==> src/rtl/core/btlv_pkg.sv <==
// Shared types, codes and the tag lookup for the BER TLV header parser.
// No dependencies; every other file in rtl/core imports this package.
package btlv_pkg;

    // Defaults for the top-level parameters
    localparam int MAX_LENGTH_BYTES_DEF = 8;
    localparam int AVAIL_WIDTH_DEF      = 32;

    // Field widths fixed by the stream format
    localparam int BYTE_W   = 8;
    localparam int AVAIL_IN_W = 32;
    localparam int LEN_W    = 64;
    localparam int HSIZE_W  = 8;

    // Length byte markers
    localparam logic [BYTE_W-1:0] LEN_INDEFINITE = 8'h80;

    // Tag classes
    localparam logic [1:0] CLS_CONTEXT = 2'd2;

    // Known-tag codes
    typedef enum logic [3:0] {
        KT_UNKNOWN   = 4'd0,
        KT_INTEGER   = 4'd1,
        KT_BITSTRING = 4'd2,
        KT_OCTETSTR  = 4'd3,
        KT_NULL      = 4'd4,
        KT_OID       = 4'd5,
        KT_ENUM      = 4'd6,
        KT_UTF8      = 4'd7,
        KT_SEQUENCE  = 4'd8,
        KT_SET       = 4'd9,
        KT_NUMERIC   = 4'd10,
        KT_PRINTABLE = 4'd11,
        KT_IA5       = 4'd12,
        KT_UTCTIME   = 4'd13,
        KT_GENTIME   = 4'd14
    } known_tag_t;

    // Status codes
    typedef enum logic [2:0] {
        ST_OK       = 3'd0,
        ST_SHORT    = 3'd1,
        ST_EMPTY    = 3'd2,
        ST_EXCEEDS  = 3'd3,
        ST_LEN_LONG = 3'd4
    } status_t;

    // Decoder phase, one-hot
    typedef enum logic [2:0] {
        PH_IDLE = 3'b001,
        PH_LEN  = 3'b010,
        PH_LONG = 3'b100
    } phase_t;

    // Request from the header sequencer to the result builder
    typedef struct packed {
        logic              emit;
        logic [BYTE_W-1:0] tag_byte;
        logic              indef;
        logic [LEN_W-1:0]  len;
        logic [HSIZE_W-1:0] hsize;
        status_t           forced;
    } emit_req_t;

    // One result beat; packed so that tag_class lands in the lowest bits
    typedef struct packed {
        status_t            status;
        logic [HSIZE_W-1:0] header_size;
        logic [LEN_W-1:0]   body_len;
        logic               indefinite;
        known_tag_t         known_tag;
        logic [4:0]         tag_number;
        logic               is_constructed;
        logic [1:0]         tag_class;
    } result_t;

    localparam int RESULT_W = $bits(result_t);

    // Map a universal tag number to its known-tag code
    function automatic known_tag_t known_map(input logic [4:0] num);
        known_tag_t kt;
        begin
            unique case (num)
                5'd2:    kt = KT_INTEGER;
                5'd3:    kt = KT_BITSTRING;
                5'd4:    kt = KT_OCTETSTR;
                5'd5:    kt = KT_NULL;
                5'd6:    kt = KT_OID;
                5'd10:   kt = KT_ENUM;
                5'd12:   kt = KT_UTF8;
                5'd16:   kt = KT_SEQUENCE;
                5'd17:   kt = KT_SET;
                5'd18:   kt = KT_NUMERIC;
                5'd19:   kt = KT_PRINTABLE;
                5'd22:   kt = KT_IA5;
                5'd23:   kt = KT_UTCTIME;
                5'd24:   kt = KT_GENTIME;
                default: kt = KT_UNKNOWN;
            endcase
            return kt;
        end
    endfunction

endpackage

==> src/rtl/core/btlv_fsm.sv <==
// Header byte sequencer: tag, length and long-form length bytes.
// Depends on btlv_pkg; produces an emit request for btlv_result.
module btlv_fsm #(
    parameter int MAX_LENGTH_BYTES = btlv_pkg::MAX_LENGTH_BYTES_DEF,
    parameter int AVAIL_WIDTH      = btlv_pkg::AVAIL_WIDTH_DEF
) (
    input  logic                             clk,
    input  logic                             rst_n,
    input  logic                             advance,
    input  logic [btlv_pkg::BYTE_W-1:0]      data_byte,
    input  logic                             frame_start,
    input  logic [btlv_pkg::AVAIL_IN_W-1:0]  bytes_available,
    output btlv_pkg::emit_req_t              req,
    output logic [AVAIL_WIDTH-1:0]           avail
);
    import btlv_pkg::*;

    localparam int LEFT_W = $clog2(MAX_LENGTH_BYTES + 1);
    localparam int KEEP_W = (AVAIL_WIDTH < AVAIL_IN_W) ? AVAIL_WIDTH : AVAIL_IN_W;

    phase_t               phase_reg, phase_next;
    logic [BYTE_W-1:0]    tag_reg, tag_next;
    logic [LEFT_W-1:0]    left_reg, left_next;
    logic [LEFT_W-1:0]    total_reg, total_next;
    logic [LEN_W-1:0]     acc_reg, acc_next;
    logic [AVAIL_WIDTH-1:0] avail_reg, avail_next;

    logic [AVAIL_WIDTH-1:0] avail_in;
    logic [6:0]             cnt;
    logic [HSIZE_W-1:0]     long_hsize;
    logic [LEN_W-1:0]       acc_shift;
    logic [LEFT_W-1:0]      left_dec;

    assign avail_in   = AVAIL_WIDTH'(bytes_available[KEEP_W-1:0]);
    assign cnt        = data_byte[6:0];
    assign long_hsize = HSIZE_W'(cnt) + HSIZE_W'(2);
    assign acc_shift  = {acc_reg[LEN_W-BYTE_W-1:0], data_byte};
    assign left_dec   = (left_reg != '0) ? left_reg - LEFT_W'(1) : left_reg;

    // Next state and emit request for the byte in the input register
    always_comb
    begin
        phase_next = phase_reg;
        tag_next   = tag_reg;
        left_next  = left_reg;
        total_next = total_reg;
        acc_next   = acc_reg;
        avail_next = avail_reg;
        req.emit   = 1'b0;
        req.indef  = 1'b0;
        req.len    = '0;
        req.hsize  = '0;
        req.forced = ST_OK;

        if (frame_start)
        begin
            tag_next   = data_byte;
            avail_next = avail_in;
            left_next  = '0;
            total_next = '0;
            acc_next   = '0;
            if (avail_in < AVAIL_WIDTH'(2))
            begin
                req.emit   = 1'b1;
                req.hsize  = HSIZE_W'(1);
                req.forced = ST_SHORT;
                phase_next = PH_IDLE;
            end
            else
            begin
                phase_next = PH_LEN;
            end
        end
        else
        begin
            unique case (phase_reg)
                PH_LEN:
                begin
                    phase_next = PH_IDLE;
                    left_next  = '0;
                    req.emit   = 1'b1;
                    if (!data_byte[7])
                    begin
                        req.len   = LEN_W'(data_byte);
                        req.hsize = HSIZE_W'(2);
                    end
                    else if (data_byte == LEN_INDEFINITE)
                    begin
                        req.indef = 1'b1;
                        req.len   = LEN_W'(avail_reg) - LEN_W'(2);
                        req.hsize = HSIZE_W'(2);
                    end
                    else if (cnt > 7'(MAX_LENGTH_BYTES))
                    begin
                        req.hsize  = long_hsize;
                        req.forced = ST_LEN_LONG;
                    end
                    else if (AVAIL_WIDTH'(long_hsize) > avail_reg)
                    begin
                        req.hsize  = long_hsize;
                        req.forced = ST_SHORT;
                    end
                    else
                    begin
                        // Gather the long-form length bytes next
                        req.emit   = 1'b0;
                        phase_next = PH_LONG;
                        total_next = cnt[LEFT_W-1:0];
                        left_next  = cnt[LEFT_W-1:0];
                        acc_next   = '0;
                    end
                end
                PH_LONG:
                begin
                    acc_next  = acc_shift;
                    left_next = left_dec;
                    if (left_dec == '0)
                    begin
                        req.emit   = 1'b1;
                        req.len    = acc_shift;
                        req.hsize  = HSIZE_W'(total_reg) + HSIZE_W'(2);
                        phase_next = PH_IDLE;
                    end
                end
                default:
                begin
                    phase_next = PH_IDLE;
                end
            endcase
        end

        req.tag_byte = tag_next;
    end

    assign avail = avail_next;

    // Advance the state only when the input beat is consumed
    always_ff @(posedge clk or negedge rst_n)
    begin
        if (!rst_n)
        begin
            phase_reg <= PH_IDLE;
            tag_reg   <= '0;
            left_reg  <= '0;
            total_reg <= '0;
            acc_reg   <= '0;
            avail_reg <= '0;
        end
        else if (advance)
        begin
            phase_reg <= phase_next;
            tag_reg   <= tag_next;
            left_reg  <= left_next;
            total_reg <= total_next;
            acc_reg   <= acc_next;
            avail_reg <= avail_next;
        end
    end

endmodule

==> src/rtl/core/btlv_result.sv <==
// Result builder: tag fields, known-tag lookup and status checks.
// Depends on btlv_pkg; purely combinational, fed by btlv_fsm.
module btlv_result #(
    parameter int AVAIL_WIDTH = btlv_pkg::AVAIL_WIDTH_DEF
) (
    input  btlv_pkg::emit_req_t        req,
    input  logic [AVAIL_WIDTH-1:0]     avail,
    output btlv_pkg::result_t          res
);
    import btlv_pkg::*;

    known_tag_t         known;
    logic [1:0]         cls;
    logic               empty_bad;
    logic [LEN_W:0]     span;
    logic               exceeds;

    assign cls   = req.tag_byte[7:6];
    assign known = known_map(req.tag_byte[4:0]);

    // Empty content is fine for NULL, SEQUENCE, SET and unknown context tags
    assign empty_bad = (req.len == '0) && (known != KT_NULL) && (known != KT_SEQUENCE)
                       && (known != KT_SET) && !((cls == CLS_CONTEXT) && (known == KT_UNKNOWN));

    // Header plus content must fit in the bytes available
    assign span    = {1'b0, req.len} + (LEN_W+1)'(req.hsize);
    assign exceeds = span > (LEN_W+1)'(avail);

    always_comb
    begin
        res.tag_class      = cls;
        res.is_constructed = req.tag_byte[5];
        res.tag_number     = req.tag_byte[4:0];
        res.known_tag      = known;
        res.indefinite     = req.indef;
        res.body_len       = req.len;
        res.header_size    = req.hsize;
        if (req.forced != ST_OK)
            res.status = req.forced;
        else if (empty_bad)
            res.status = ST_EMPTY;
        else if (exceeds)
            res.status = ST_EXCEEDS;
        else
            res.status = ST_OK;
    end

endmodule

==> src/rtl/core/ber_tlv_header_parser_core.sv <==
// Top level of the BER TLV header parser: input and output registers.
// Depends on btlv_pkg, btlv_fsm and btlv_result.
//
// Usage:
//   Slave stream carries one header byte per beat. s_tuser marks the tag
//   byte of a new header (it aborts any header in progress) and
//   bytes_available in s_tdata is sampled with that tag byte.
//   Master stream carries one decoded header per beat, sent after the last
//   header byte (tag byte alone when fewer than two bytes are available,
//   the length byte for short, indefinite or rejected long forms, else the
//   last long-form length byte). Other bytes produce no beat.
// Path: the last header byte is held in the input register, then decoded into
//   the output register, whose valid flag drives m_tvalid.
// Throughput: one byte per cycle while no held result blocks it, set by the
//   single decode stage between the input register and the output register.
// Reset: rst_n clears both registers' valid flags and returns the decoder
//   to waiting for a tag byte.
// Stall: while m_tready is low a held result blocks only a byte that
//   would produce another result; s_tready drops until the beat leaves.
module ber_tlv_header_parser_core #(
    parameter int MAX_LENGTH_BYTES = btlv_pkg::MAX_LENGTH_BYTES_DEF,
    parameter int AVAIL_WIDTH      = btlv_pkg::AVAIL_WIDTH_DEF
) (
    input  logic                              clk,
    input  logic                              rst_n,
    input  logic                              s_tvalid,
    output logic                              s_tready,
    // [7:0] data_byte, [39:8] bytes_available
    input  logic [39:0]                       s_tdata,
    // [0] frame_start
    input  logic                              s_tuser,
    output logic                              m_tvalid,
    input  logic                              m_tready,
    // [1:0] tag_class, [2] is_constructed, [7:3] tag_number, [11:8] known_tag,
    // [12] indefinite, [76:13] body_len, [84:77] header_size, [87:85] status
    output logic [btlv_pkg::RESULT_W-1:0]     m_tdata
);
    import btlv_pkg::*;

    logic                   in_valid_reg;
    logic [BYTE_W-1:0]      byte_reg;
    logic                   start_reg;
    logic [AVAIL_IN_W-1:0]  avail_in_reg;

    logic                   out_valid_reg;
    result_t                result_reg;

    emit_req_t              req;
    logic [AVAIL_WIDTH-1:0] avail;
    result_t                res;
    logic                   out_free;
    logic                   advance;

    // Consume the held byte unless its result has nowhere to go
    assign out_free = !out_valid_reg || m_tready;
    assign advance  = in_valid_reg && (!req.emit || out_free);
    assign s_tready = !in_valid_reg || advance;

    // Input register
    always_ff @(posedge clk or negedge rst_n)
    begin
        if (!rst_n)
            in_valid_reg <= 1'b0;
        else if (s_tvalid && s_tready)
            in_valid_reg <= 1'b1;
        else if (advance)
            in_valid_reg <= 1'b0;
    end

    always_ff @(posedge clk)
    begin
        if (s_tvalid && s_tready)
        begin
            byte_reg     <= s_tdata[7:0];
            avail_in_reg <= s_tdata[39:8];
            start_reg    <= s_tuser;
        end
    end

    btlv_fsm #(
        .MAX_LENGTH_BYTES (MAX_LENGTH_BYTES),
        .AVAIL_WIDTH      (AVAIL_WIDTH)
    ) u_fsm (
        .clk             (clk),
        .rst_n           (rst_n),
        .advance         (advance),
        .data_byte       (byte_reg),
        .frame_start     (start_reg),
        .bytes_available (avail_in_reg),
        .req             (req),
        .avail           (avail)
    );

    btlv_result #(
        .AVAIL_WIDTH (AVAIL_WIDTH)
    ) u_result (
        .req   (req),
        .avail (avail),
        .res   (res)
    );

    // Output register: load a new result, drop a taken one
    always_ff @(posedge clk or negedge rst_n)
    begin
        if (!rst_n)
            out_valid_reg <= 1'b0;
        else if (advance && req.emit)
            out_valid_reg <= 1'b1;
        else if (m_tready)
            out_valid_reg <= 1'b0;
    end

    always_ff @(posedge clk)
    begin
        if (advance && req.emit)
            result_reg <= res;
    end

    assign m_tvalid = out_valid_reg;
    assign m_tdata  = result_reg;

endmodule
==> config.mk <==
export PLATFORM = sky130hd
export DESIGN_NAME = ber_tlv_header_parser_core
export DESIGN_NICKNAME = d
export VERILOG_FILES = /design/src/rtl/core/btlv_pkg.sv /design/src/rtl/core/btlv_fsm.sv /design/src/rtl/core/btlv_result.sv /design/src/rtl/core/ber_tlv_header_parser_core.sv
export SDC_FILE = /design/constraint.sdc
export NUM_CORES = 1
export LEC_CHECK = 0
export ABC_AREA = 1
export BUFFER_PORTS_ARGS = -buffer_cell sky130_fd_sc_hd__buf_4
export CELL_PAD_IN_SITES_DETAIL_PLACEMENT = 1
export CELL_PAD_IN_SITES_GLOBAL_PLACEMENT = 1
export CORE_MARGIN = 8
export CORE_UTILIZATION = 48
export DETAILED_ROUTE_END_ITERATION = 6
export PLACE_DENSITY = 0.95
export SETUP_SLACK_MARGIN = 0.1
export SLEW_MARGIN = 10
export SYNTH_ARGS = -nofsm -noshare
export SYNTH_HDL_FRONTEND = slang
export SYNTH_SLANG_ARGS = --single-unit
export TNS_END_PERCENT = 10
==> constraint.sdc <==
create_clock -name clk -period 13.82 [get_ports clk]
set_clock_uncertainty 0.1 [all_clocks]
set_input_delay 1.382 -clock clk [delete_from_list [all_inputs] [get_ports clk]]
set_output_delay 1.382 -clock clk [all_outputs]
set_load 0.02 [all_outputs]
==> impl_metrics.json, run 1 <==
{
  "hold_path.class": "reg2reg",
  "vias": 15948,
  "first_pass_iters": 5,
  "crit_path_start": "u_fsm.phase_reg[1]",
  "syn_to_final_growth_pct": 13.4,
  "grt_usage_pct": 33.3,
  "outcome": "finished clean",
  "worst_ep_arrival_time_ps": 8240,
  "netlist.area_leader.share_pct": 24.5,
  "clock_latency_ps": 580,
  "min_period_over_period_pct": 57.9,
  "synthCells": 2134,
  "clock_sinks": 238,
  "tns_ps": 0,
  "synth_cell_type_count": 53,
  "avgViaCountPerCell": 5.90,
  "hp-start": "u_fsm.acc_reg[51]",
  "tightestPinTransition_ps": 1030,
  "hold_viol_final": 0,
  "wirelength_microns": 65200,
  "drive_gt1_share_pct": 13.5,
  "drv_cap": 0,
  "switching_share_pct": 29.8,
  "p_seq_share_pct": 46.3,
  "dp_hpwl_microns": 50300,
  "dpl.cell_count": 2653,
  "route.detailed.drc": 0,
  "clockBufferDepth": 3,
  "synth_edf_count": 129,
  "finalMaxSlewViolations": 0,
  "ctsHtreeMaxLevel": 1,
  "final_cells": 2701,
  "cpMaxStageDelayCell": "nor2_8",
  "max-vdd-ir-drop_mv": 0.102,
  "clk_pin_slew_ps": 60,
  "gp_congestion": 0.981,
  "crit_required_ps": 14050,
  "netlist_area_sq_mm": 0.0158,
  "die_y_microns": 198,
  "fmax_ghz": 0.125,
  "rows": 66,
  "crit_family": "simple AND/OR/NAND/NOR gates",
  "antenna_cells": 0,
  "cpPeakStageDelay_ps": 730,
  "end_kind": "flip-flop",
  "p_int_uw": 1250,
  "crit_type": "reg2reg",
  "die-width_microns": 198,
  "wire_per_inst_microns": 24.2,
  "rsz0062_at_grt": "false",
  "drt_iter0_drc": 1398,
  "postCtsResizedCells": 0,
  "p_leak_uw": 0.00818,
  "cellPowerDensity_mw_per_mm2": 99.1,
  "grt_pass1_vias": 16630,
  "nets": 2340,
  "p_clk_share_pct": 39.3,
  "portBuffers": 134,
  "synthArstFlopShare_pct": 45.8,
  "synth_flop_cell": "edfxtp_1",
  "initial_core_util_pct": 48.6,
  "cts_tree": "done",
  "p_comb_share_pct": 14.5,
  "cp_common_cell": "nand2_1",
  "postCtsSetupBuffers": 0,
  "fp.dieArea_sq_mm": 0.0390,
  "coreArea_sq_mm": 0.0325,
  "crit_buf_inv": 7,
  "regToRegSetupSlack_ps": 5810,
  "synth_warnings": 0,
  "grt_max_degree": 83,
  "synth_top_area_cell": "edfxtp_1",
  "overflow": 0,
  "synth_seq_cells": 238,
  "mappedNetlistNets": 2235,
  "path_max_fanout": 46,
  "timing.hold.ws_ps": 385,
  "cts_root_buf": "clkbuf_16",
  "avgSynthCellArea_sq_um": 7.41,
  "seq_area_frac_synth_pct": 41.7,
  "maxSlewHeadroom_pct": 30.9,
  "largest_register_ffs": 88,
  "synth_top_cells_by_area": "edfxtp_1 (24%), dfrtp_1 (17%), nand2_1 (15%)",
  "r2r-start": "u_fsm.phase_reg[1]",
  "critPathLaunchType": "flip-flop",
  "cts_made_buffers": 26,
  "setup_viol": 0,
  "pin_count": 135,
  "ant_nets": 0,
  "cts_hold_buf": 0,
  "antenna_found_initial": 2,
  "power_switching_uw": 530,
  "grt_first_pass_wirelength_microns": 99900,
  "period_minus_slack_ps": 8010,
  "final_util_pct": 55.2
}
[cells in the mapped netlist (3+ instances only)]
cell type and count:
buf_6 3, inv_2 26, nand3_4 3, inv_1 235
xor2_1 31, buf_4 8, a21oi_1 54, a22oi_1 3
o21ai_0 157, o22ai_1 6, clkbuf_1 24, buf_2 20
nor3_1 16, clkinv_1 5, a21oi_2 4, nor4_1 14
nand3b_1 4, nand3_2 13, buf_1 9, o211ai_1 8
edfxtp_1 129, nor2_1 228, nor2_4 15, o21bai_1 4
o31ai_1 9, nor2_2 32, nand3_1 195, nand4_1 49
o21ai_1 7, nand2_2 19, xnor2_1 4, ha_1 55
dfrtp_1 108, nand2_1 614
[power by group through the flow]
stage               logic, uW  registers (uW)  clock network [uW]
CTS                       254             822                 706
global placement          229             830                   0
finish                    257             823                 698
detailed placement        249             834                   0
global route              282             826                 724
floorplan                 153             831                   0
[routing by layer]
metal | global-route usage, % | share of wire [%]
met1 | 42.0 | 40
met2 | 54.4 | 46
met3 | 7.22 | 8.6
met4 | 14.9 | 5.1
met5 | 0 | 0.017
[kinds of logic after synthesis]
group	after synthesis	share of synthesized area, %
xor gates and xnor gates	35	1.94
DFF	238	41.7
and+or+nand+nor	1210	34.2
AOI/OAI and AO/OA	261	9.00
adders and majority gates	56	4.48
buffers and inverters	333	8.58
muxes	1	0.0633
[placed cells by master, fill, tap and decap left out, types with 31 or more instances in the layout]
cell type / synthesis / routed
inv_1: 235 / 233
ha_1: 55 / 55
xor2_1: 31 / 31
nand4_1: 49 / 49
a21oi_1: 54 / 54
nor2_2: 32 / 32
edfxtp_1: 129 / 129
o21ai_0: 157 / 157
buf_4: 8 / 143
nand2_1: 614 / 614
nor2_1: 228 / 228
dfrtp_1: 108 / 108
nand3_1: 195 / 195
[stage by stage]
stage	worst slack [ps]	total power, uW	cell area (sq um)
6_report	5810	1780	17900
5_1_grt	5220	1830	17900
4_1_cts	5930	1780	17900
3_5_place_dp	6080	1080	17100
3_3_place_gp	6530	1060	17100
2_1_floorplan	7780	984	15800
[final cells by class]
type	instances	area (sq um)
well taps	442	553
flip-flops and latches	238	6600
clock buffers	36	729
inverters	267	1010
fillers	4190	14600
repair buffers	143	1070
clock inverters	12	114
multi-input cells	1563	7870
[path summary, 6_finish.rpt]
kind | end | depth (start not counted)
max in group asynchronous | u_fsm.avail_reg[27] | 2
min | u_fsm.acc_reg[51] | 2
max reg2reg | m_tdata[86] | 41
min reg2reg | u_fsm.acc_reg[51] | 2
min in group asynchronous | u_fsm.acc_reg[44] | 1
max | m_tdata[86] | 41
[worst reg2reg max path: cells and delay by family, from the launching register on]
family,cells,cell delay (ps)
AND/OR/NAND/NOR,25,3710
buffers and inverters,7,1360
adder cells (fa/ha/maj),3,930
XOR/XNOR,1,180
flip-flops,1,360
AO/OA/AOI/OAI,5,1130
Note: power is estimated with default switching activity, not from simulation.
==> inputs of run 2 (changes only) <==
--- a/config.mk
+++ b/config.mk
@@ -10,9 +10,9 @@
 export CELL_PAD_IN_SITES_DETAIL_PLACEMENT = 1
 export CELL_PAD_IN_SITES_GLOBAL_PLACEMENT = 1
 export CORE_MARGIN = 8
-export CORE_UTILIZATION = 48
+export CORE_UTILIZATION = 45
 export DETAILED_ROUTE_END_ITERATION = 6
-export PLACE_DENSITY = 0.95
+export PLACE_DENSITY = 0.9
 export SETUP_SLACK_MARGIN = 0.1
 export SLEW_MARGIN = 10
 export SYNTH_ARGS = -nofsm -noshare
==> constraint.sdc (replaced) <==
create_clock -name clk -period 7.8 [get_ports clk]
set_clock_uncertainty 0.1 [all_clocks]
set_input_delay 0.78 -clock clk [delete_from_list [all_inputs] [get_ports clk]]
set_output_delay 0.78 -clock clk [all_outputs]
set_load 0.02 [all_outputs]
==> impl_metrics.json, run 2 (synthesis gave the netlist of run 1 again) <==
{
  "finalMaxSlewViolations": 0,
  "clock_latency_ps": 580,
  "antenna_cells": 0,
  "setup_viol": 0,
  "die_y_microns": 203,
  "fp.dieArea_sq_mm": 0.0414,
  "cts_made_buffers": 27,
  "cpMaxStageDelayCell": "edfxtp_1",
  "clk_pin_slew_ps": 60,
  "portBuffers": 134,
  "rsz0062_at_grt": "false",
  "pin_count": 135,
  "dr_wl_met2_microns": 28900,
  "r2r-start": "byte_reg[2]",
  "crit_path_start": "byte_reg[2]",
  "rows": 68,
  "worst_ep_arrival_time_ps": 7200,
  "layout_common_cells": "nand2_1 (614), inv_1 (232), nor2_1 (227)",
  "wl_met3_microns": 4010,
  "wire_per_inst_microns": 23.1,
  "crit_required_ps": 8030,
  "coreArea_sq_mm": 0.0345,
  "initial_core_util_pct": 45.8,
  "p_leak_uw": 0.00828,
  "cellPowerDensity_mw_per_mm2": 181,
  "regToRegSetupSlack_ps": 830,
  "antenna_found_initial": 0,
  "overflow": 0,
  "cp_common_cell": "nand2_1",
  "cts_tree": "done",
  "avgViaCountPerCell": 5.71,
  "maxSlewHeadroom_pct": 28.5,
  "outcome": "finished clean",
  "ctsHtreeMaxLevel": 1,
  "layout_commonest_cell": "nand2_1",
  "route.detailed.drc": 0,
  "cpPeakStageDelay_ps": 470,
  "crit_type": "reg2reg",
  "gp_congestion": 0.969,
  "hold_path.class": "in2async",
  "ant_nets": 0,
  "nets": 2349,
  "drive_gt1_share_pct": 14.1,
  "clockBufferDepth": 3,
  "grt_max_degree": 137,
  "max-vdd-ir-drop_mv": 0.166,
  "drv_cap": 0,
  "syn_to_final_growth_pct": 14.8,
  "largest_register_ffs": 88,
  "cts_hold_buf": 0,
  "cts_root_buf": "clkbuf_16",
  "clock_sinks": 238,
  "die-width_microns": 203,
  "maxUsedRoutingLayer": "met4",
  "worstRegToRegCells": 50,
  "grt_usage_pct": 30.4,
  "vias": 15552,
  "first_pass_iters": 5,
  "wl_met1_microns": 27300,
  "path_max_fanout": 7,
  "r2r_end": "m_tdata[85]",
  "period_minus_slack_ps": 6970,
  "grt_pass1_vias": 16425,
  "critPathLaunchType": "flip-flop",
  "hold_viol_final": 0,
  "min_period_over_period_pct": 89.4,
  "wirelength_microns": 63000,
  "tightestPinTransition_ps": 1070,
  "fmax_ghz": 0.143,
  "dp_hpwl_microns": 49000,
  "final_util_pct": 52.6,
  "tns_ps": 0,
  "grt_first_pass_wirelength_microns": 97700,
  "drt_iter0_drc": 1350,
  "end_kind": "flip-flop"
}
run 2: area by class of cell:
cell class | instances | area, sq um
inverters | 267 | 1010
multi-input cells | 1563 | 7870
well taps | 455 | 569
repair buffers | 151 | 1150
flip-flops and latches | 238 | 6600
fillers | 4377 | 16400
clock inverters | 13 | 186
clock buffers | 37 | 774
run 2: where the power goes:
part | switching (uW) | internal [uW]
Combinational | 321 | 129
Clock | 556 | 830
Sequential | 58.8 | 1390
run 2: per-layer routing:
layer,vias to the layer above,GRT usage (%)
met5,-,0
met1,7664,40.3
met2,527,49.1
met4,0,12.7
li1,7224,-
met3,137,4.97
run 2: through the flow:
step / hold slack, ps / cell area [sq um] / worst slack, ps / total power, uW / cells
after floorplan: 348 / 15800 / 1760 / 1740 / 2134
after global placement: 364 / 17200 / 939 / 1890 / 2670
after detailed placement: 372 / 17200 / 592 / 1910 / 2670
after CTS: 154 / 18100 / 579 / 3300 / 2720
after global routing: 187 / 18200 / 150 / 3400 / 2724
final: 149 / 18200 / 829 / 3290 / 2724
run 2: what timing repair did:
action	in CTS	in global routing
gates resized for setup	0	4
buffers inserted	0	4
setup endpoints to repair	0	2
run 2: worst max-delay path by stage:
stage                              to  slack, ps  cells past startpoint
after floorplan           m_tdata[86]       1760                     49
after global placement    m_tdata[86]        940                     48
after detailed placement  m_tdata[85]        590                     49
after CTS                 m_tdata[85]        580                     49
after global routing      m_tdata[85]        150                     50
final                     m_tdata[85]        830                     50
run 2: critical path, delay by kind of cell (launching register included):
kind | cells | cell delay [ps]
adders and majority gates | 5 | 1420
buffers and inverters | 7 | 490
AOI/OAI and AO/OA | 8 | 1250
DFF | 1 | 470
and+or+nand+nor | 29 | 2810
xor gates and xnor gates | 1 | 170
==> inputs of run 3 (changes only) <==
--- a/config.mk
+++ b/config.mk
@@ -6,7 +6,7 @@
 export NUM_CORES = 1
 export LEC_CHECK = 0
 export ABC_AREA = 1
-export BUFFER_PORTS_ARGS = -buffer_cell sky130_fd_sc_hd__buf_4
+export BUFFER_PORTS_ARGS = -buffer_cell sky130_fd_sc_hd__buf_2
 export CELL_PAD_IN_SITES_DETAIL_PLACEMENT = 1
 export CELL_PAD_IN_SITES_GLOBAL_PLACEMENT = 1
 export CORE_MARGIN = 8
==> impl_metrics.json, run 3 (synthesis gave the netlist of run 1 again) <==
{
  "outcome": "finished clean",
  "route.detailed.drc": 0,
  "ant_nets": 0,
  "crit_type": "reg2reg",
  "antenna_found_initial": 1,
  "wirelength_microns": 61400,
  "switching_share_pct": 28.8,
  "period_minus_slack_ps": 7050,
  "tns_ps": 0,
  "cpMaxStageDelayCell": "edfxtp_1",
  "die_y_microns": 203,
  "power_switching_uw": 938,
  "cts_made_buffers": 28,
  "initial_core_util_pct": 45.8,
  "drt_iter0_drc": 1347,
  "clock_sinks": 238,
  "final_cells": 2732,
  "cellPowerDensity_mw_per_mm2": 182,
  "end_kind": "flip-flop",
  "cp_common_cell": "nand2_1",
  "clockBufferDepth": 3,
  "max-vdd-ir-drop_mv": 0.200,
  "grt_usage_pct": 29.3,
  "drive_gt1_share_pct": 14.1,
  "rsz0062_at_grt": "false",
  "fmax_ghz": 0.142,
  "crit_required_ps": 8010,
  "regToRegSetupSlack_ps": 750,
  "crit_buf_inv": 6,
  "power.total_uw": 3250,
  "min_period_over_period_pct": 90.3,
  "p_clk_share_pct": 42.0,
  "pin_count": 135,
  "finalMaxSlewViolations": 0,
  "clk_pin_slew_ps": 70,
  "overflow": 0,
  "cts_root_buf": "clkbuf_16",
  "wire_per_inst_microns": 22.5,
  "ctsHtreeMaxLevel": 1,
  "p_int_uw": 2310,
  "hold_path.class": "in2reg",
  "dp_hpwl_microns": 47900,
  "grt_pass1_vias": 16166,
  "worstRegToRegCells": 48,
  "p_seq_share_pct": 44.7,
  "cpPeakStageDelay_ps": 470,
  "drv_cap": 0,
  "rows": 68,
  "portBuffers": 134,
  "die-width_microns": 203,
  "hold_viol_final": 0,
  "grt_max_degree": 113,
  "maxSlewHeadroom_pct": 29.2,
  "cts_tree": "done",
  "final_util_pct": 51.7,
  "nets": 2355,
  "coreArea_sq_mm": 0.0345,
  "p_leak_uw": 0.00815,
  "cp.depth": 48,
  "syn_to_final_growth_pct": 12.8,
  "largest_register_ffs": 88,
  "dpl.cell_count": 2674,
  "first_pass_iters": 5,
  "clock_latency_ps": 600,
  "hold_depth": 1,
  "vias": 15653,
  "path_max_fanout": 7,
  "gp_congestion": 0.993,
  "tightestPinTransition_ps": 1050,
  "layout_common_cells": "nand2_1 (614), inv_1 (232), nor2_1 (228)",
  "worst_ep_arrival_time_ps": 7250,
  "avgViaCountPerCell": 5.73,
  "critPathLaunchType": "flip-flop",
  "p_comb_share_pct": 13.3,
  "crit_family": "simple AND/OR/NAND/NOR gates",
  "setup_viol": 0,
  "fp.dieArea_sq_mm": 0.0414,
  "layout_commonest_cell": "nand2_1",
  "grt_first_pass_wirelength_microns": 94500
}
## run 3: cell count changes in the layout (fill, tap and decap cells not counted), sizes merged
| cell | previous run | this run |
|---|---|---|
| clkbuf | 37 | 32 |
| buf | 151 | 155 |
| clkinv | 16 | 19 |
| clkinvlp | 0 | 2 |
| inv | 260 | 262 |
| diode | 0 | 1 |
| dlygate4sd3 | 0 | 1 |
## run 3: area by class of cell
type / instances / area [sq um]
fillers: 4452 / 16700
multi-input cells: 1563 / 7870
flip-flops and latches: 238 / 6600
inverters: 267 / 1010
repair buffers: 156 / 841
clock buffers: 32 / 726
well taps: 455 / 569
clock inverters: 20 / 229
diodes: 1 / 2.50
## run 3: power by group through the flow
stage	Sequential, uW	Clock [uW]	Combinational (uW)
2_1_floorplan	1470	0	271
3_3_place_gp	1470	0	404
3_5_place_dp	1480	0	423
4_1_cts	1450	1390	429
5_1_grt	1460	1420	482
6_report	1450	1360	434
## run 3: through the flow
stage	hold slack, ps	setup WS (ps)	cell area (sq um)
after global placement	363	907	16800
final	253	754	17800
after floorplan	348	1760	15800
after global routing	240	101	17800
after detailed placement	369	572	16800
after CTS	225	528	17800
## run 3: worst paths after layout
path                                  startpoint                   to
worst min-delay path                 s_tdata[18]     avail_in_reg[10]
min in group asynchronous                  rst_n    u_fsm.acc_reg[54]
worst max-delay path                 byte_reg[1]          m_tdata[85]
worst max register to register       byte_reg[1]          m_tdata[85]
max in group asynchronous                  rst_n  u_fsm.avail_reg[27]
worst min register to register  u_fsm.tag_reg[6]     u_fsm.tag_reg[6]
## run 3: layer usage
layer / global-route usage [%] / vias up / part of all wire [%]
met5: 0 / - / 0
met1: 39.0 / 7672 / 43
met3: 4.57 / 130 / 7.1
met2: 47.5 / 640 / 46
li1: - / 7211 / -
met4: 11.8 / 0 / 4.4
## run 3: what timing repair did
item	in CTS	in global routing
hold endpoints to repair	8	0
buffers inserted	0	4
hold buffers	1	0
endpoints found under the setup margin	0	2
resized for setup	0	2
